`src/rtl/core/lkv_pkg.sv`:
```
// lkv_pkg: shared types and constants of the LRU key-value cache.
// Holds operation codes, cell command and status structs.
// No dependencies.
`default_nettype none

package lkv_pkg;

  // operation codes carried by in_op
  localparam logic [1:0] OP_GET    = 2'd0;
  localparam logic [1:0] OP_PUT    = 2'd1;
  localparam logic [1:0] OP_REMOVE = 2'd2;

  // configuration register indexes
  localparam logic REG_CAPACITY = 1'b0;

  localparam int          CAP_W     = 5;
  localparam logic [4:0]  CAP_RESET = 5'd16;
  localparam int          RD_W      = 16;
  localparam int          CNT_W     = 32;
  localparam int          APB_W     = 32;
  localparam int          ADDR_W    = 3;

  // per-cell update issued by the control logic
  typedef enum logic [1:0] {
    CELL_IDLE,
    CELL_TOUCH,
    CELL_DROP,
    CELL_INSERT
  } cell_op_t;

  typedef struct packed {
    cell_op_t op;
    logic     wr_value;  // touch also overwrites the value (put hit)
    logic     evict;     // insert removes the least recent entry
  } cell_cmd_t;

  typedef struct packed {
    logic valid;
    logic match;
    logic victim;        // valid and ranked least recent
  } cell_stat_t;

endpackage

`default_nettype wire

```
`src/rtl/core/lkv_cell.sv`:
```
// lkv_cell: one cache entry (key, value, valid bit, recency rank).
// Compares its key against the lookup key and applies broadcast updates.
// Depends on lkv_pkg.
`default_nettype none

module lkv_cell #(
  parameter int KEY_BITS   = 64,
  parameter int VALUE_BITS = 16,
  parameter int RANK_W     = 4
) (
  input  wire logic                  clk,
  input  wire logic                  rst_n,
  input  wire lkv_pkg::cell_cmd_t    cmd,
  input  wire logic                  sel,
  input  wire logic [RANK_W-1:0]     ref_rank,
  input  wire logic [RANK_W-1:0]     lru_rank,
  input  wire logic [KEY_BITS-1:0]   lookup_key,
  input  wire logic [VALUE_BITS-1:0] wr_value,
  output lkv_pkg::cell_stat_t        stat,
  output logic [RANK_W-1:0]          rank,
  output logic [VALUE_BITS-1:0]      value
);

  logic                  valid_r;
  logic [KEY_BITS-1:0]   key_r;
  logic [VALUE_BITS-1:0] value_r;
  logic [RANK_W-1:0]     rank_r;

  assign stat.valid  = valid_r;
  assign stat.match  = valid_r && (key_r == lookup_key);
  assign stat.victim = valid_r && (rank_r == lru_rank);
  assign rank        = rank_r;
  assign value       = value_r;

  always_ff @(posedge clk) begin
    if (!rst_n) begin
      valid_r <= 1'b0;
    end else begin
      unique case (cmd.op)
        lkv_pkg::CELL_TOUCH: begin
          if (sel) begin
            rank_r <= '0;
            if (cmd.wr_value) value_r <= wr_value;
          end else if (valid_r && rank_r < ref_rank) begin
            rank_r <= rank_r + RANK_W'(1);
          end
        end
        lkv_pkg::CELL_DROP: begin
          if (sel) begin
            valid_r <= 1'b0;
          end else if (valid_r && rank_r > ref_rank) begin
            rank_r <= rank_r - RANK_W'(1);
          end
        end
        lkv_pkg::CELL_INSERT: begin
          if (sel) begin
            valid_r <= 1'b1;
            key_r   <= lookup_key;
            value_r <= wr_value;
            rank_r  <= '0;
          end else if (cmd.evict && stat.victim) begin
            valid_r <= 1'b0;
          end else if (valid_r) begin
            rank_r <= rank_r + RANK_W'(1);
          end
        end
        default: begin
        end
      endcase
    end
  end

endmodule

`default_nettype wire

```
`src/rtl/core/lru_key_value_cache_core.sv`:
```
// Fully associative LRU key-value cache: get, put and remove on register cells.
// An accepted transaction is held in the input register, then in the result register, which raises out_valid.
// Throughput one per cycle while out_ready stays high. The entry state is updated at the edge
// that moves an item into the result register. Reset (synchronous, rst_n low) clears all valid
// bits, occupancy, both counters, the pipeline valid flags, and sets capacity to 16.
// Keys, values and ranks are not reset. Depends on lkv_pkg and lkv_cell.
`default_nettype none

module lru_key_value_cache_core #(
  parameter int ENTRIES    = 16,
  parameter int KEY_BITS   = 64,
  parameter int VALUE_BITS = 16
) (
  input  wire logic                        clk,
  input  wire logic                        rst_n,
  // input channel
  input  wire logic                        in_valid,
  output logic                             in_ready,
  input  wire logic [1:0]                  in_op,
  input  wire logic [KEY_BITS-1:0]         in_key,
  input  wire logic [VALUE_BITS-1:0]       in_new_value,
  // result channel
  output logic                             out_valid,
  input  wire logic                        out_ready,
  output logic                             out_found,
  output logic [lkv_pkg::RD_W-1:0]         out_read_value,
  output logic [lkv_pkg::CNT_W-1:0]        out_hit_total,
  output logic [lkv_pkg::CNT_W-1:0]        out_miss_total,
  // configuration port
  input  wire logic                        psel,
  input  wire logic                        penable,
  input  wire logic                        pwrite,
  input  wire logic [lkv_pkg::ADDR_W-1:0]  paddr,
  input  wire logic [lkv_pkg::APB_W-1:0]   pwdata,
  output logic [lkv_pkg::APB_W-1:0]        prdata,
  output logic                             pready
);

  localparam int RANK_W = $clog2(ENTRIES);
  localparam int OCC_W  = $clog2(ENTRIES + 1);
  localparam int CMP_W  = (OCC_W > lkv_pkg::CAP_W) ? OCC_W : lkv_pkg::CAP_W;
  localparam logic [CMP_W-1:0] ENTRIES_C = CMP_W'(ENTRIES);

  // ---------------------------------------------------------------------------
  // Configuration: capacity register, written in the APB access phase.
  // ---------------------------------------------------------------------------
  logic [lkv_pkg::CAP_W-1:0] cap_r;
  logic                      cfg_wr;

  assign pready = 1'b1;
  assign cfg_wr = psel && penable && pwrite && (paddr[2] == lkv_pkg::REG_CAPACITY);

  always_ff @(posedge clk) begin
    if (!rst_n) begin
      cap_r <= lkv_pkg::CAP_RESET;
    end else if (cfg_wr) begin
      cap_r <= pwdata[lkv_pkg::CAP_W-1:0];
    end
  end

  assign prdata = (paddr[2] == lkv_pkg::REG_CAPACITY) ?
                  lkv_pkg::APB_W'(cap_r) : '0;

  // ---------------------------------------------------------------------------
  // Input register. Advance into the result register when that one is free
  // or being drained in the same cycle.
  // ---------------------------------------------------------------------------
  logic                  s1_valid_r;
  logic [1:0]            s1_op_r;
  logic [KEY_BITS-1:0]   s1_key_r;
  logic [VALUE_BITS-1:0] s1_val_r;
  logic                  s1_adv;

  assign s1_adv   = s1_valid_r && (!out_valid || out_ready);
  assign in_ready = !s1_valid_r || s1_adv;

  always_ff @(posedge clk) begin
    if (!rst_n) begin
      s1_valid_r <= 1'b0;
    end else if (in_ready) begin
      s1_valid_r <= in_valid;
    end
  end

  always_ff @(posedge clk) begin
    if (in_valid && in_ready) begin
      s1_op_r  <= in_op;
      s1_key_r <= in_key;
      s1_val_r <= in_new_value;
    end
  end

  // ---------------------------------------------------------------------------
  // Entry cells and their status.
  // ---------------------------------------------------------------------------
  lkv_pkg::cell_cmd_t  cmd;
  lkv_pkg::cell_stat_t stat   [ENTRIES];
  logic [RANK_W-1:0]   rank   [ENTRIES];
  logic [VALUE_BITS-1:0] value [ENTRIES];
  logic [ENTRIES-1:0]  sel;
  logic [ENTRIES-1:0]  match_v;
  logic [ENTRIES-1:0]  valid_v;
  logic [ENTRIES-1:0]  victim_v;
  logic [RANK_W-1:0]   hit_rank;
  logic [VALUE_BITS-1:0] hit_value;
  logic [OCC_W-1:0]    occ_r;
  logic [OCC_W-1:0]    occ_m1;

  assign occ_m1 = occ_r - OCC_W'(1);

  for (genvar i = 0; i < ENTRIES; i++) begin : g_cell
    lkv_cell #(
      .KEY_BITS   (KEY_BITS),
      .VALUE_BITS (VALUE_BITS),
      .RANK_W     (RANK_W)
    ) u_cell (
      .clk        (clk),
      .rst_n      (rst_n),
      .cmd        (cmd),
      .sel        (sel[i]),
      .ref_rank   (hit_rank),
      .lru_rank   (occ_m1[RANK_W-1:0]),
      .lookup_key (s1_key_r),
      .wr_value   (s1_val_r),
      .stat       (stat[i]),
      .rank       (rank[i]),
      .value      (value[i])
    );
    assign match_v[i]  = stat[i].match;
    assign valid_v[i]  = stat[i].valid;
    assign victim_v[i] = stat[i].victim;
  end

  // Keys are unique among valid entries, so at most one cell matches:
  // OR the masked rank and value of every cell.
  always_comb begin
    hit_rank  = '0;
    hit_value = '0;
    for (int i = 0; i < ENTRIES; i++) begin
      hit_rank  = hit_rank  | (rank[i]  & {RANK_W{match_v[i]}});
      hit_value = hit_value | (value[i] & {VALUE_BITS{match_v[i]}});
    end
  end

  // ---------------------------------------------------------------------------
  // Decide the operation.
  // ---------------------------------------------------------------------------
  logic                  hit;
  logic [CMP_W-1:0]      cap_eff;
  logic                  need_evict;
  logic [ENTRIES-1:0]    free_v;
  logic [ENTRIES-1:0]    slot_oh;
  logic [OCC_W-1:0]      occ_nxt;

  assign hit = |match_v;

  // Clamp capacity: zero acts as one, above ENTRIES acts as ENTRIES.
  always_comb begin
    cap_eff = CMP_W'(cap_r);
    if (cap_r == '0) begin
      cap_eff = CMP_W'(1);
    end else if (cap_eff > ENTRIES_C) begin
      cap_eff = ENTRIES_C;
    end
  end

  assign need_evict = CMP_W'(occ_r) >= cap_eff;

  // Lowest free cell after a possible eviction: isolate the lowest set bit.
  assign free_v  = ~valid_v | (victim_v & {ENTRIES{need_evict}});
  assign slot_oh = free_v & (~free_v + ENTRIES'(1));

  always_comb begin
    cmd     = '{op: lkv_pkg::CELL_IDLE, wr_value: 1'b0, evict: 1'b0};
    sel     = '0;
    occ_nxt = occ_r;
    if (s1_adv) begin
      unique case (s1_op_r)
        lkv_pkg::OP_GET: begin
          if (hit) begin
            cmd.op = lkv_pkg::CELL_TOUCH;
            sel    = match_v;
          end
        end
        lkv_pkg::OP_PUT: begin
          if (hit) begin
            cmd.op       = lkv_pkg::CELL_TOUCH;
            cmd.wr_value = 1'b1;
            sel          = match_v;
          end else begin
            cmd.op    = lkv_pkg::CELL_INSERT;
            cmd.evict = need_evict;
            sel       = slot_oh;
            if (!need_evict) occ_nxt = occ_r + OCC_W'(1);
          end
        end
        lkv_pkg::OP_REMOVE: begin
          if (hit) begin
            cmd.op  = lkv_pkg::CELL_DROP;
            sel     = match_v;
            occ_nxt = occ_r - OCC_W'(1);
          end
        end
        default: begin
        end
      endcase
    end
  end

  always_ff @(posedge clk) begin
    if (!rst_n) begin
      occ_r <= '0;
    end else begin
      occ_r <= occ_nxt;
    end
  end

  // ---------------------------------------------------------------------------
  // Hit and miss counters, and the result register.
  // ---------------------------------------------------------------------------
  logic [lkv_pkg::CNT_W-1:0] hit_cnt_r, hit_cnt_nxt;
  logic [lkv_pkg::CNT_W-1:0] miss_cnt_r, miss_cnt_nxt;
  logic                      get_hit;
  logic [VALUE_BITS+lkv_pkg::RD_W-1:0] rd_ext;

  assign get_hit      = (s1_op_r == lkv_pkg::OP_GET) && hit;
  assign hit_cnt_nxt  = hit_cnt_r + lkv_pkg::CNT_W'(get_hit);
  assign miss_cnt_nxt = miss_cnt_r +
                        lkv_pkg::CNT_W'((s1_op_r == lkv_pkg::OP_GET) && !hit);
  assign rd_ext       = {{lkv_pkg::RD_W{1'b0}}, hit_value};

  always_ff @(posedge clk) begin
    if (!rst_n) begin
      hit_cnt_r  <= '0;
      miss_cnt_r <= '0;
      out_valid  <= 1'b0;
    end else begin
      if (s1_adv) begin
        hit_cnt_r  <= hit_cnt_nxt;
        miss_cnt_r <= miss_cnt_nxt;
        out_valid  <= 1'b1;
      end else if (out_ready) begin
        out_valid  <= 1'b0;
      end
    end
  end

  // hold the result payload until the next transaction replaces it
  always_ff @(posedge clk) begin
    if (s1_adv) begin
      out_found      <= get_hit;
      out_read_value <= get_hit ? rd_ext[lkv_pkg::RD_W-1:0] : '0;
      out_hit_total  <= hit_cnt_nxt;
      out_miss_total <= miss_cnt_nxt;
    end
  end

endmodule

`default_nettype wire
```
`config.mk`:
```
export PLATFORM = sky130hd
export DESIGN_NAME = lru_key_value_cache_core
export DESIGN_NICKNAME = d
export VERILOG_FILES = /design/src/rtl/core/lkv_pkg.sv /design/src/rtl/core/lkv_cell.sv /design/src/rtl/core/lru_key_value_cache_core.sv
export SDC_FILE = /design/constraint.sdc
export NUM_CORES = 2
export LEC_CHECK = 0
export ABC_AREA = 1
export ABC_CLOCK_PERIOD_IN_PS = 7450
export BUFFER_PORTS_ARGS = -buffer_cell sky130_fd_sc_hd__clkbuf_2
export CORE_MARGIN = 4
export CORE_UTILIZATION = 25
export DETAILED_ROUTE_END_ITERATION = 12
export HOLD_SLACK_MARGIN = 0.05
export RECOVER_POWER = 50
export SETUP_SLACK_MARGIN = 0.5
export SYNTH_ARGS = -nofsm -noshare
export SYNTH_HDL_FRONTEND = slang
export SYNTH_SLANG_ARGS = --single-unit
```
`constraint.sdc`:
```
create_clock -name clk -period 7.45 [get_ports clk]
set_input_delay 1.8625 -clock clk [delete_from_list [all_inputs] [get_ports clk]]
set_output_delay 1.8625 -clock clk [all_outputs]
set_load 0.01 [all_outputs]
```
# After elaboration in Yosys (flattened, before gate mapping)
# Index checks and enable logic that the tools add are counted.
[word_totals]
register_bits = 1599
input_bits = 124
output_inout_bits = 116
wordCells = 829
[op_classes]
add_sub_neg = 37
magnitude_cmp = 34
n_eq_ne = 185
n_mux = 262
n_bitwise = 68
reduce_logical = 166
[op_table]
columns = ["operator", "n"]
rows = [
  ["$eq 64x64->1", 16],
  ["$mux 16", 36],
  ["$pmux 16 s2", 17],
  ["$mux 4", 113],
  ["$and 16x16->16", 18],
  ["$or 16x16->16", 16],
  ["$pmux 4 s3", 16],
  ["$ne 3x2->1 const B", 48],
  ["$ne 2x2->1 const B", 68],
  ["$reduce_and 7->1", 16],
  ["$reduce_and 3->1", 32],
  ["$logic_and 1x1->1", 87],
  ["$reduce_and 5->1", 17],
  ["$add 32x1->32", 2],
  ["$add 4x1->4 const B", 16],
  ["$and 4x4->4", 16],
  ["$eq 4x4->1", 16],
  ["$gt 4x4->1", 16],
  ["$lt 4x4->1", 16],
  ["$sub 4x1->4 const B", 16],
  ["$or 4x4->4", 15],
  ["$mux 1", 53],
  ["$ne 3x3->1 const B", 16],
  ["$ne 2x1->1 const B", 16],
  ["22 further kinds", 54],
]

# Longest topological paths before layout
[depth]
ltp_word = 23
ltp_mapped = 37
ltp_nobuf = 34

# By module
# A second synthesis with hierarchy kept.
[unflattened]
cells_unflattened = 7912
area_unflattened_um2 = 76842.4
[modules_own_cells]
columns = ["module", "n_inst", "cells_per_inst", "area_each_um2", "seq_area_each_um2"]
rows = [
  ["lkv_cell", 16, 406, 4017.6, 2542.4],
  ["lru_key_value_cache_core", 1, 1416, 12560.8, 6416.2],
]

# Worst setup path before layout
# Ideal clock, no wire load.
[synth_timing]
kind = "input-to-reg"
start = "input out_ready"
end = "register g_cell[13].u_cell.key_r[0] (enable)"
setup_ps = 567
arrival_ps = 7388
t_required_ps = 6883
slack_ps = -505
stages = 6
path_buffers = 0
path_cell_list = "inv_1 nand2_1 nand2_1 a21oi_1 nand3_2 nor3_1"
[synth_between]
elab_chain_len = 5
elab_cells_between_ends = 6
cone_classes = "eq/ne: 1; mux: 2; reduce/logical: 3"
[synth_lines]
columns = ["item", "line_no", "rtl"]
rows = [
  ["start: declaration", "lru_key_value_cache_core.sv:24", "input wire logic out_ready,"],
  ["$logic_or 1x1->1 *", "lru_key_value_cache_core.sv:74", "assign s1_adv = s1_valid_r && (!out_valid || out_ready);"],
  ["$logic_and 1x1->1 *", "lru_key_value_cache_core.sv:74", ""],
  ["$mux 4", "lru_key_value_cache_core.sv:177", "if (s1_adv) begin"],
  ["$eq 2x2->1", "lkv_cell.sv:39", "unique case (cmd.op)"],
  ["$reduce_and 3->1 (no source line) *", "-", ""],
  ["end signal: assignment", "lkv_cell.sv:58", "key_r <= lookup_key;"],
  ["end: declaration", "lkv_cell.sv:25", "logic [KEY_BITS-1:0] key_r;"],
]
# Mark *: on every way between the ends. The rest lies on a longest branch, timed or not.
# A chain may end at the register's enable or synchronous reset.

# Final worst setup path
[layout_timing]
start = "register s1_key_r[63]"
end = "register hit_cnt_r[30] (netlist bit)"
[layout_between]
elab_chain_len = 5
elab_cells_between_ends = 35
cone_classes = "add/sub: 1; eq/ne: 16; reduce/logical: 18"
[layout_lines]
columns = ["item", "line_no", "rtl"]
rows = [
  ["start: declaration", "lru_key_value_cache_core.sv:70", "logic [KEY_BITS-1:0] s1_key_r;"],
  ["start signal: assignment", "lru_key_value_cache_core.sv:88", "s1_key_r <= in_key;"],
  ["$eq 64x64->1", "lkv_cell.sv:30", "assign stat.match = valid_r && (key_r == lookup_key);"],
  ["$logic_and 1x1->1", "lkv_cell.sv:30", ""],
  ["$reduce_or 16->1 *", "lru_key_value_cache_core.sv:155", "assign hit = |match_v;"],
  ["$logic_and 1x1->1 *", "lru_key_value_cache_core.sv:226", "assign get_hit = (s1_op_r == lkv_pkg::OP_GET) && hit;"],
  ["net get_hit", "lru_key_value_cache_core.sv:223", "logic get_hit;"],
  ["$add 32x1->32 *", "lru_key_value_cache_core.sv:227", "assign hit_cnt_nxt = hit_cnt_r + lkv_pkg::CNT_W'(get_hit);"],
  ["net hit_cnt_nxt, one bit", "lru_key_value_cache_core.sv:221", "logic [lkv_pkg::CNT_W-1:0] hit_cnt_r, hit_cnt_nxt;"],
  ["end signal: assignment", "lru_key_value_cache_core.sv:239", "hit_cnt_r <= hit_cnt_nxt;"],
  ["end: declaration", "lru_key_value_cache_core.sv:221", ""],
]
# Mark *: on every way through the listed nets, which the timed path passes. The rest lies on a longest branch.

==> impl_metrics.csv <==
group,metric,value,unit
worst_setup_path,cp.buffers_inverters,5,
cells_and_area,syn_to_final_growth,15.4,%
sta,drv_slew,198,
worst_setup_path,path_max_fanout,26,
synth,yosysTopAreaCell,"edfxtp_1",
synth,ys_dominant_reg_cell,"edfxtp_1",
clocking,holdBufCountCts,0,
clocking,numCtsBuffers,174,
route,drc,0,
clocking,cts_buffer_depth,3,
global_route,grt_pass1_vias,49500,
synth,synth-adder-area-share,0.0153,
sta,clock_skew,0.123,ns
synth,syn_avg_cell_area,10.3,um^2
sta,max_freq,150,MHz
min_path,hold_class,"flip-flop to flip-flop",
global_route,track_usage,0.168,
route,drt_first_pass_iters,8,
synth,synth_top_family_by_area,"simple AND/OR/NAND/NOR gates",
synth,ys_types,58,
synth,synth_area_leaders,"edfxtp_1, nand2_1, inv_1, nor2_1, xor2_1",
cells_and_area,stdcell_count,11700,
place,hpwl,172000,um
clocking,cts_tree,"built",
cells_and_area,drive_above_1_share,0.0782,
global_route,grt_overflow,0,
synth,seq_area_frac_synth,0.631,
synth,synth_xor_area_frac,0.0576,
route,first_iter_violations,7604,
worst_setup_path,max_stage_delay,0.59,ns
global_route,antenna_found_initial,32,
worst_setup_path,crit_arrival,7.42,ns
global_route,grt_pass1_wl,371000,um
synth,synth_compound_area_frac,0.0704,
status,violations,"capacitance limit, slew limit",
worst_setup_path,crit_type,"flip-flop to flip-flop",
clocking,cts_sinks,1599,
sta,slew-limit-headroom,-1.23,
synth,synth_edf_count,1507,
synth,synthArstFlopShare,0,
place,place_congestion,0.941,
route,wl_per_cell,23.0,um
synth,synth_top_area_frac,0.606,
place,dpl.cell_count,11300,
route,wirelength,268000,um
worst_setup_path,critPathLaunchType,"flip-flop",
clocking,cts_max_level,4,
synth,synthSimpleGateAreaFrac,0.158,
synth,synth_area,74600,um^2
route,vias,54900,
pwr,power_density,227,nW/um^2
floorplan,die_h,554,um
floorplan,start_util,0.251,
pwr,ir_drop,0.000275,V
cells_and_area,seq_area,47100,um^2
sta,hold_violations,0,
worst_setup_path,critical-path-slowest-cell,"buf_4",
cells_and_area,multi_input_area,22700,um^2
status,outcome,"finished, violations left",
floorplan,design.die.area,307000,um^2
worst_setup_path,crit_family,"simple AND/OR/NAND/NOR gates",
worst_setup_path,cp_data_required_time,8.21,ns
synth,yosys_warnings,0,
worst_setup_path,endpoint_kind,"flip-flop",
floorplan,num_io_pins,240,
route,drtAntennaViolNets,0,
sta,post-route-period-util,0.894,
floorplan,rows,200,
pwr,power,19.6,mW
route,vias_per_cell,4.71,
sta,min_period,6.66,ns
place,port-buffer-count,182,
sta,setup_tns,0,ns
clocking,cts_root_buf,"clkbuf_16",
global_route,grt_max_degree,102,
floorplan,die_w,554,um
cells_and_area,n_fill_cell,30700,
clocking,post_cts_buffers,0,
sta,worst_slew_pin_slew,3.33,ns
sta,setup_viol,0,
synth,syn_inst,7257,
clocking,clk_latency,0.87,ns
sta,rsz0062_at_grt,"no",
synth,muxShareOfSynthArea,0.000134,
run,drv_cap,5,
synth,synth_seq_cells,1599,
cells_and_area,nets,7773,
floorplan,core,297000,um^2
pwr,p_leak,33.0,nW
clocking,path_clk_slew,0.06,ns
## metrics by stage
stage           util  instance area (um^2)  setup slack (ns)  hold WS [ns]
6_report       0.290                 86200             0.791         0.494
5_1_grt        0.290                 86100             0.310         0.522
4_1_cts        0.291                 86400             0.987         0.496
3_5_place_dp   0.273                 81000              1.04         0.489
3_3_place_gp   0.273                 81000              1.07         0.473
2_1_floorplan      -                 74800             0.988         0.439
## what timing repair did
item | 4_1_cts | 5_1_grt
setup endpoints to repair | 0 | 1
resized for setup | 0 | 1
endpoints found under the hold margin | 0 | 0
## layout by cell type (no fill, tap or decap), types with 31 or more instances in the layout
| master | instances |
|---|---|
| clkbuf_16 | 176 |
| o21ai_0 | 430 |
| clkbuf_2 | 66 |
| inv_1 | 852 |
| inv_2 | 56 |
| clkinv_1 | 52 |
| xor2_1 | 331 |
| nor2_1 | 760 |
| buf_4 | 137 |
| xnor2_1 | 160 |
| dfxtp_1 | 92 |
| clkbuf_1 | 187 |
| nand2_1 | 1726 |
| nor3_1 | 45 |
| buf_12 | 31 |
| o21ai_1 | 140 |
| a21oi_1 | 121 |
| o22ai_1 | 207 |
| ha_1 | 91 |
| edfxtp_1 | 1507 |
| nand4_1 | 54 |
| nand3_1 | 197 |
| nor4_1 | 46 |
## per-layer routing
layer | vias to the layer above | global-route usage | part of all wire
met3 | 554 | 0.0367 | 0.11
met5 | - | 0 | 0.00022
met4 | 10 | 0.0805 | 0.053
met1 | 26400 | 0.225 | 0.40
li1 | 24700 | - | -
met2 | 3223 | 0.257 | 0.43
## path summary, 6_finish.rpt
| path | startpoint | end | slack, ns | cells past startpoint |
|---|---|---|---|---|
| setup / recovery | s1_key_r[63]$_DFFE_PP_ | hit_cnt_r[30]$_SDFFE_PN0P_ | 0.79 | 32 |
| hold / removal | hit_cnt_r[0]$_SDFFE_PN0P_ | hit_cnt_r[0]$_SDFFE_PN0P_ | 0.49 | 2 |
| setup reg to reg | s1_key_r[63]$_DFFE_PP_ | hit_cnt_r[30]$_SDFFE_PN0P_ | 0.79 | 32 |
| hold reg to reg | hit_cnt_r[0]$_SDFFE_PN0P_ | hit_cnt_r[0]$_SDFFE_PN0P_ | 0.49 | 2 |
## cell usage after synthesis (47+ instances only)
master / instances
buf_2: 95
o21ai_1: 140
nor2_1: 773
clkbuf_1: 72
o21ai_0: 430
buf_4: 82
dfxtp_1: 92
a21oi_1: 123
nand2_1: 1727
nand4_1: 54
inv_1: 854
o22ai_1: 207
nor3_1: 47
edfxtp_1: 1507
ha_1: 91
xnor2_1: 160
xor2_1: 331
nand3_1: 197
inv_2: 56
## final cells by class
cell class | instances | share of cell area
antenna | 14 | 0.000407
multi-input combinational | 4482 | 0.264
inverter | 919 | 0.0403
sequential | 1599 | 0.547
clock inverter | 102 | 0.00956
timing repair buffer | 382 | 0.0294
clock buffer | 216 | 0.0530
tap | 3939 | 0.0572
## report_power, final
group          leakage, nW  internal [mW]  switching (mW)  total [mW]
Clock                 2.60           4.52            3.73        8.25
Combinational         16.0          0.293           0.953        1.25
Sequential            14.4           9.95           0.112        10.1
Total                 33.0           14.8            4.79        19.6
## cells by family (layout without fill, tap and decap cells)
group / Yosys count / after routing
other: 2 / 42
AO/OA/AOI/OAI: 961 / 961
adder cells (fa/ha/maj): 91 / 91
AND/OR/NAND/NOR: 2910 / 2910
flip-flops: 1599 / 1599
buffers and inverters: 1202 / 1619
XOR/XNOR: 491 / 491
multiplexers: 1 / 1
## worst min-delay path: cells and delay by family (launching register included)
family,cells,cell delay [ns]
flops,1,0.31
simple gates,2,0.14
## flip-flops by register name (all words and copies together) (netlist names), 32 cells and up
name                 count
g_cell.u_cell.key_r   1024
g_cell.u_cell.rank      64
g_cell.u_cell.value    256
hit_cnt_r               32
miss_cnt_r              32
out_hit_total           32
out_miss_total          32
s1_key_r                64
Power figures use the tool's default switching activity.
